### src/sv/izn_cell.sv
// one spike history cell: holds one age bit and adds its kernel weight to the passing sum
module izn_cell #(
   parameter logic [30:0] KVAL = 31'd0
) (
   input  logic        clock,
   input  logic        reset,
   input  logic        shift_en,
   input  logic        bit_prev,
   output logic        bit_out,
   input  logic [30:0] sum_prev,
   output logic [30:0] sum_out
);

   logic        bit_ff;
   logic [30:0] sum_ff;
   logic [31:0] sum_wide;
   logic [30:0] sum_in;

   // saturating add of this age's weight
   always_comb begin
      sum_wide = {1'b0, sum_prev} + (bit_ff ? {1'b0, KVAL} : 32'd0);
      sum_in   = sum_wide[31] ? 31'h7fffffff : sum_wide[30:0];
   end

   // history bit moves one age per tick
   always_ff @(posedge clock) begin
      if (reset) begin
         bit_ff <= 1'b0;
      end else if (shift_en) begin
         bit_ff <= bit_prev;
      end
   end

   // partial sum wave
   always_ff @(posedge clock) begin
      sum_ff <= sum_in;
   end

   assign bit_out = bit_ff;
   assign sum_out = sum_ff;

endmodule

### config.mk
export PLATFORM = sky130hd
export DESIGN_NAME = izn_cell
export DESIGN_NICKNAME = d
export VERILOG_FILES = /design/src/sv/izn_cell.sv
export SDC_FILE = /design/constraint.sdc
export NUM_CORES = 1
export LEC_CHECK = 0
export BUFFER_PORTS_ARGS = -buffer_cell sky130_fd_sc_hd__buf_2
export CAP_MARGIN = 5
export CELL_PAD_IN_SITES_DETAIL_PLACEMENT = 1
export CELL_PAD_IN_SITES_GLOBAL_PLACEMENT = 1
export CORE_ASPECT_RATIO = 1.4
export CORE_MARGIN = 2
export CORE_UTILIZATION = 21
export CTS_CLUSTER_DIAMETER = 120
export CTS_CLUSTER_SIZE = 28
export DETAILED_ROUTE_END_ITERATION = 6
export PLACE_DENSITY = 0.68
export SYNTH_ARGS = -nofsm -noshare
export SYNTH_HDL_FRONTEND = slang
export SYNTH_SLANG_ARGS = --single-unit
export TNS_END_PERCENT = 5
### constraint.sdc
create_clock -name clock -period 0.8 [get_ports clock]
set_input_delay 0.12 -clock clock [delete_from_list [all_inputs] [get_ports clock]]
set_output_delay 0.12 -clock clock [all_outputs]
set_load 0.1 [all_outputs]
==> metrics.txt <==
EDFF count, synth=0; Initial Util=21.6%; Syn Inst Count=34; DP Cell Count=139; most frequent cells after synthesis=32 x dfxtp_1, 1 x mux2i_1, 1 x nor2_1; fin area=1960 um2; final period utilization=115%; grt total ovfl=0; Core Box Area=3030 um2; clock tree buffer depth=2; Max-cap violations=0; power consumption=between 0.004 and 0.005 W; port buffer count=66; pre-CTS WS=0.133 ns; YS warnings=0; crit-path leading delay family=flip-flops; largest cells by area after synthesis=dfxtp_1 98%, mux2i_1 1.5%, nor2_1 0.57%; failing checks=setup timing; Sw Ratio=30.8%; Comb pwr share=28.7%; Critical Path Sink Type=output port; fmax=1.09 GHz; setup violators final=32; Rel. slew slack=91.8%; Pleak=approximately 0.89 nW; gr usage total=between 10% and 20%; WP depth=1; hold crit path type=in -> reg; synthesized area per cell=19.2 um2; initial drt markers=8; fillers=283; IO Pins=67; status=complete, but fails checks; Seq cells post-synth=32; Net Sw Power=about 0.0013 W; Setup Crit Path Kind=reg -> out; CP max-delay cell=dfxtp_2; Finished Core Util=64.8%; crit path time final=0.918 ns; Cell Count, Final, Fillers Out=179; Final ANT Viol Nets=0; most numerous cell in the Yosys netlist=dfxtp_1; CTS tree=yes; sequential power share=between 40% and 50%; Final Hold Vio Count=0; dpl cell area=1520 um2; Internal=0.00288 W; Via Count=668; FF-to-FF path depth=2; Clock transition at path regs=0.06 ns; Post-route DRC=0; Via density=about 3.7; critical path's largest stage delay=0.35 ns; CTS Buf Count=5; crit path launch type=register; worst path arrival time=0.80 ns; leading area contributor after synthesis=dfxtp_1; drt pass-1 iters=2; WP buf/inv=1; Final WS setup=-0.118 ns; Worst-Margin Slew=roughly 0.12 ns; Final GP Congestion=a little over 0.6; Syn-to-layout area delta=200%; ys async rst share=0%; proportion of layout cells with a drive suffix above 1=between 70% and 80%; die width=approximately 51 um; largest net degree at the start of global routing=10; Cell Rows=24; die area=3590 um2; hold path depth=3; overall routed net length=around 2400 um; crit-path max FO=2; clk_skew=0 ns; Post-Syn Area=~650 um2; predominant post-synthesis flop cell=dfxtp_1; CTS H-Tree Depth=2; post-CTS setup buffer count=0; initial antenna violation count=0; syn nets=69; antenna fix cells=0; die height=roughly 70 um; drt wl/cell=between 10 and 15 um; clock share of power=28.8%; sequential cell area fraction in the yosys report=97.9%; Slew Viols, Final=0; critical path required time=between 0.6 and 0.7 ns; insertion delay to the later sink of the worst-skew pair=0.27 ns; Root Driver=clkbuf_8; top cell type's share of synthesized area=97.9%; nets@finish=174; first-pass GRT wire length=3770 um; CTS sink cnt=32; RSZ-0062 raised after global routing=true; vias in the first global route=781; PwrDens=2120 nW/um2; Netlist cell types=3; crit-path cells=buf_12; Worst VDD drop=1.86 mV
-- layer usage --
layer | wire [um] | global-route usage [%] | vias to the layer above
met4 | 30 | 5.41 | 0
li1 | - | - | 312
met5 | 0 | 0 | -
met2 | 1580 | 31.9 | 41
met3 | 143 | 4.06 | 4
met1 | 634 | 11.9 | 311
-- placed cells by master (no fill, tap or decap), drive strengths merged --
master and instances:
buf 66, clkbuf 8, dfxtp 32, dlygate4sd3 32, mux2i 1, nor2 1
-- flip-flops by register name, indices dropped and copies added (netlist names) --
register,count
sum_out,31
bit_out,1
-- per-stage QoR --
| stage | hold slack [ns] | TNS [ns] |
|---|---|---|
| 2_1_floorplan | 0.148 | -6.99 |
| 3_3_place_gp | 0.223 | 0 |
| 3_5_place_dp | 0.224 | 0 |
| 4_1_cts | 0.119 | -3.48 |
| 5_1_grt | 0.143 | -4.04 |
| 6_report | 0.113 | -3.14 |
-- repair_timing --
action / in CTS / in global routing
endpoints found under the hold margin: 32 / 0
setup endpoints to repair: 32 / 32
pin swaps: 0 / 0
hold buffers: 32 / 0
gates resized for setup: 30 / 0
-- cell type report --
| type | instances | area, um2 | share of cell area (%) |
|---|---|---|---|
| multi-input cells | 2 | 13.8 | 0.701 |
| flip-flops and latches | 32 | 681 | 34.6 |
| clock buffers | 8 | 90.1 | 4.59 |
| well taps | 39 | 48.8 | 2.48 |
| repair buffers | 98 | 1130 | 57.6 |
-- power by group through the flow --
| stage | Combinational (W) | Clock, W | Sequential (W) |
|---|---|---|---|
| floorplan | 0.00000421 | 0 | 0.00237 |
| detailed placement | 0.00107 | 0 | 0.00179 |
| finish | 0.00119 | 0.00120 | 0.00177 |
| CTS | 0.00119 | 0.00125 | 0.00177 |
| global route | 0.00123 | 0.00132 | 0.00178 |
| global placement | 0.00106 | 0 | 0.00179 |
-- worst paths after layout --
| kind | start | end | slack (ns) |
|---|---|---|---|
| worst max-delay path | bit_out$_SDFFE_PP0P_ | bit_out | -0.12 |
| worst min-delay path | bit_prev | bit_out$_SDFFE_PP0P_ | 0.11 |
| worst max register to register | bit_out$_SDFFE_PP0P_ | bit_out$_SDFFE_PP0P_ | 0.18 |
| worst min register to register | bit_out$_SDFFE_PP0P_ | bit_out$_SDFFE_PP0P_ | 0.54 |
-- cell families (layout without fill, tap and decap cells) --
kind of cell / count (synthesis) / count (layout) / synth area share (%)
buffers and inverters: 0 / 106 / 0
flip-flops: 32 / 32 / 97.9
multiplexers: 1 / 1 / 1.53
AND/OR/NAND/NOR: 1 / 1 / 0.573
Power figures use the tool's default switching activity.
