`config.mk`:
```
export PLATFORM = sky130hd
export DESIGN_NAME = izn_norm_div
export DESIGN_NICKNAME = d
export VERILOG_FILES = /design/src/sv/izn_norm_div.sv
export SDC_FILE = /design/constraint.sdc
export NUM_CORES = 1
export LEC_CHECK = 0
export ABC_AREA = 1
export BUFFER_PORTS_ARGS = -buffer_cell sky130_fd_sc_hd__buf_2
export CAP_MARGIN = 20
export CORE_ASPECT_RATIO = 1.75
export CORE_MARGIN = 2
export CORE_UTILIZATION = 40
export DETAILED_ROUTE_END_ITERATION = 7
export GPL_TIMING_DRIVEN = 0
export HOLD_SLACK_MARGIN = 0.15
export PLACE_DENSITY_LB_ADDON = 0.05
export SYNTH_ARGS = -nofsm -noshare
export SYNTH_HDL_FRONTEND = slang
export SYNTH_SLANG_ARGS = --single-unit
```
`constraint.sdc`:
```
create_clock -name clock -period 4.8 [get_ports clock]
set_clock_uncertainty 0.2 [all_clocks]
set_input_delay 0.48 -clock clock [delete_from_list [all_inputs] [get_ports clock]]
set_output_delay 0.48 -clock clock [all_outputs]
set_load 0.01 [all_outputs]
```
`src/sv/izn_norm_div.sv`:
```
// restoring divider for raw*65536 / (65536 + raw), one quotient bit per cycle
module izn_norm_div (
   input  logic        clock,
   input  logic        reset,
   input  logic        start,
   input  logic [30:0] raw,
   output logic        done,
   output logic [15:0] quot
);

   logic        busy_ff;
   logic        done_ff;
   logic [3:0]  cnt_ff;
   logic [31:0] rem_ff;
   logic [31:0] den_ff;
   logic [15:0] q_ff;
   logic [32:0] rem2;
   logic        ge;
   logic [31:0] rem_in;

   // one shift and trial subtract
   always_comb begin
      rem2   = {rem_ff, 1'b0};
      ge     = rem2 >= {1'b0, den_ff};
      rem_in = ge ? 32'(rem2 - {1'b0, den_ff}) : rem2[31:0];
   end

   // control
   always_ff @(posedge clock) begin
      if (reset) begin
         busy_ff <= 1'b0;
         done_ff <= 1'b0;
         cnt_ff  <= 4'd0;
      end else begin
         done_ff <= 1'b0;
         if (start) begin
            busy_ff <= 1'b1;
            cnt_ff  <= 4'd0;
         end else if (busy_ff) begin
            cnt_ff <= cnt_ff + 4'd1;
            if (cnt_ff == 4'd15) begin
               busy_ff <= 1'b0;
               done_ff <= 1'b1;
            end
         end
      end
   end

   // datapath
   always_ff @(posedge clock) begin
      if (start) begin
         rem_ff <= {1'b0, raw};
         den_ff <= 32'd65536 + {1'b0, raw};
         q_ff   <= 16'd0;
      end else if (busy_ff) begin
         rem_ff <= rem_in;
         q_ff   <= {q_ff[14:0], ge};
      end
   end

   assign done = done_ff;
   assign quot = q_ff;

endmodule

```
==> metrics.txt <==
outcome=completed; R2R setup slack=2.07 ns; Clock power frac=21.3%; DR iter-0 viols=173; top-area cell type share of the netlist area=28.4%; Psw=1.35 mW; Clock Path Buffers=2; largest family of logic cells by synthesized area=simple AND/OR/NAND/NOR gates; RSZ-0062 raised after global routing=false; Tmin final=2.76 ns; placed standard-cell area=7210 sq um; Synth Cell Area=6650 sq um; Ys Warns=0; Largest stage delay, worst path=0.66 ns; die height=175 um; die area=17700 sq um; slowest CP cell=buf_2; # setup viols final=0; Post-Place Worst Slack=1.59 ns; final hold viol count=0; post-route ant nets=0; Crit. End Element=flop; root buffer cell=clkbuf_16; DR pass1 iterations=4; XOR/XNOR Fraction of Synth Area=3.69%; P_int=1.86 mW; CTS Sinks=86; pwr dens=418 nW/um^2; gpl congestion=0.911; Crit. Startpoint=start; Adder-Cell Fraction of Synth Area=6.69%; max_slew headroom=41.4%; Core Area=16400 sq um; most frequent CP cell=buf_2; crit-path cells=buf_2 > clkbuf_1 > nor2_1 > inv_1 > buf_2 > buf_16; via count=5560; largest net degree at the start of global routing=34; via count of the first global-routing pass=5579; Synth Area in Compound Gates=3.55%; Finished Cell Area=7660 sq um; reg-to-reg startpoint=rem_ff[19]; nets@finish=1059; global-route wire length before repair=27400 um; Comb power frac=48.7%; Sw Share=42.0%; Yosys reg bits=86; overall routed net length=17000 um; Reg clk slew, reported paths=0.07 ns; Syn Inst Count=911; total gr overflow=0; Worst-Margin Slew=0.878 ns; Hold Crit Class=in2reg; H-tree depth=3; crit path max fanout=33; worst setup margin=2.04 ns; share of cells above drive strength 1=16.9%; Overall Power=3.21 mW; WP data arrival=2.63 ns; post-route clock period utilization=57.5%; std cell rows=62; Net Count, Synth=980; Flop pwr share=30.0%; fill count=1743; Static Leak=3.85 nW; dpl cells=1186; Initial Utilization=40.7%; Max-cap violations=0; CTS tree=done; post-synthesis mux area share=0%; Cell Count, Final, Fillers Out=1219; drt drc=0; Clock Latency Late Sink=0.36 ns; TNS Setup=0 ns; top cells by area, synth=edfxtp_1 (28%), nand2_1 (18%), inv_1 (8.9%), dfxtp_1 (6.9%), ha_1 (6.4%); GRT Util Overall=20.2%; WHS=0.193 ns; initial antenna violation count=0; final core utilization=46.8%; Synth cell types=33; Ant. Diodes=0; die width=101 um; post-DP HPWL=13900 um; R2R depth=14; worst path required time=4.66 ns; CTS buffer count=9; Area growth syn-to-layout=15.2%; post-synthesis sequential area ratio=35.4%; Startpoint Class=input pin; Highest Clock Rate=0.362 GHz; Max VDD drop=0.195 mV; Routed WL per cell=14.0 um; worst hold path stage count=2; biggest area consumer among synthesized cells=edfxtp_1; # resized after CTS=0; RR Endpoint=rem_ff[20]; Max Slew Vio Count=0; WS Path Type=in2reg; Simple-Gate Fraction of Synth Area=38.7%; PortBufs=50; Hold Path Sink=den_ff[16]; vias per std cell=4.56; Ports=51; hold path start=raw[16]; Avg Inst Size Synth=7.30 sq um
registers in the layout, indices dropped and copies added, names as in the netlist:
signal	count
den_ff	32
busy_ff	1
done	1
quot	16
rem_ff	32
cnt_ff	4
power groups by stage:
stage | clock network (mW) | logic, mW | registers [mW]
6_report | 0.684 | 1.56 | 0.961
5_1_grt | 0.726 | 1.76 | 0.971
4_1_cts | 0.701 | 1.58 | 0.962
3_5_place_dp | 0 | 1.57 | 0.978
3_3_place_gp | 0 | 1.56 | 0.978
2_1_floorplan | 0 | 1.21 | 0.962
worst max path at each step:
stage / end / depth (start not counted)
2_1_floorplan: rem_ff[0] / 4
3_3_place_gp: rem_ff[14] / 5
3_5_place_dp: rem_ff[14] / 6
4_1_cts: rem_ff[12] / 6
5_1_grt: rem_ff[12] / 6
6_report: rem_ff[12] / 6
placed cells by master, fill, tap and decap left out, types with 2 or more instances in the layout:
master | synthesis | layout
inv_2 | 9 | 9
nor2_4 | 4 | 4
nand4_1 | 3 | 3
buf_12 | 3 | 3
nand3_1 | 30 | 30
a21oi_1 | 20 | 20
nand2_2 | 37 | 37
clkinv_2 | 0 | 2
nand3_2 | 30 | 30
clkbuf_16 | 0 | 9
o21ai_0 | 5 | 5
dlygate4sd3_1 | 0 | 17
nor3_1 | 9 | 9
nor2_1 | 54 | 54
buf_4 | 6 | 6
nor2_2 | 4 | 4
dfxtp_1 | 23 | 23
nand3b_1 | 42 | 42
edfxtp_1 | 63 | 63
xnor2_1 | 18 | 18
nand2_1 | 314 | 314
xor2_1 | 10 | 10
and2_1 | 2 | 2
buf_6 | 3 | 3
clkinv_1 | 2 | 2
inv_6 | 0 | 4
inv_1 | 158 | 158
clkbuf_1 | 5 | 5
o22ai_1 | 14 | 14
buf_2 | 0 | 51
ha_1 | 34 | 34
o21bai_1 | 2 | 2
layout make-up:
type / count / area, sq um / area share [%]
repair buffers: 68 / 448 / 5.85
plain buffers: 19 / 166 / 2.17
well taps: 224 / 280 / 3.66
flip-flops and latches: 86 / 2350 / 30.7
clock inverters: 7 / 53.8 / 0.702
multi-input cells: 637 / 3500 / 45.7
inverters: 169 / 634 / 8.28
clock buffers: 9 / 225 / 2.94
critical path: cells and delay by family:
family / cells / cell delay, ns
buf+inv: 5 / 1.97
simple gates: 1 / 0.14
repair_timing:
| item | CTS | global route |
|---|---|---|
| buffers inserted | 0 | 0 |
| hold buffers | 17 | 0 |
| endpoints found under the hold margin | 17 | 0 |
cells in the mapped netlist, drive strengths merged:
| master | instances |
|---|---|
| buf | 14 |
| clkbuf | 5 |
| fa | 1 |
| nand3 | 61 |
| xnor2 | 18 |
| a21oi | 21 |
| xor2 | 10 |
| ha | 34 |
| dfxtp | 23 |
| nand3b | 42 |
| inv | 167 |
| and2 | 2 |
| nor2 | 62 |
| o22ai | 14 |
| o21bai | 2 |
| nor3 | 9 |
| nand4 | 3 |
| edfxtp | 63 |
| o21ai | 5 |
| nand2 | 352 |
| clkinv | 2 |
| nor3b | 1 |
metal layers:
| layer | GRT usage [%] | part of all wire, % | vias to the layer above |
|---|---|---|---|
| met5 | 0 | 0 | - |
| met4 | 7.32 | 2.0 | 0 |
| met3 | 2.36 | 1.8 | 16 |
| met2 | 38.7 | 56 | 50 |
| met1 | 22.1 | 41 | 2492 |
| li1 | - | - | 3002 |
cells by family after synthesis:
logic type,count (synthesis)
xor gates and xnor gates,28
and+or+nand+nor,532
AOI/OAI and AO/OA,42
adders and majority gates,35
DFF,86
buffers and inverters,188
Power figures use the tool's default switching activity.
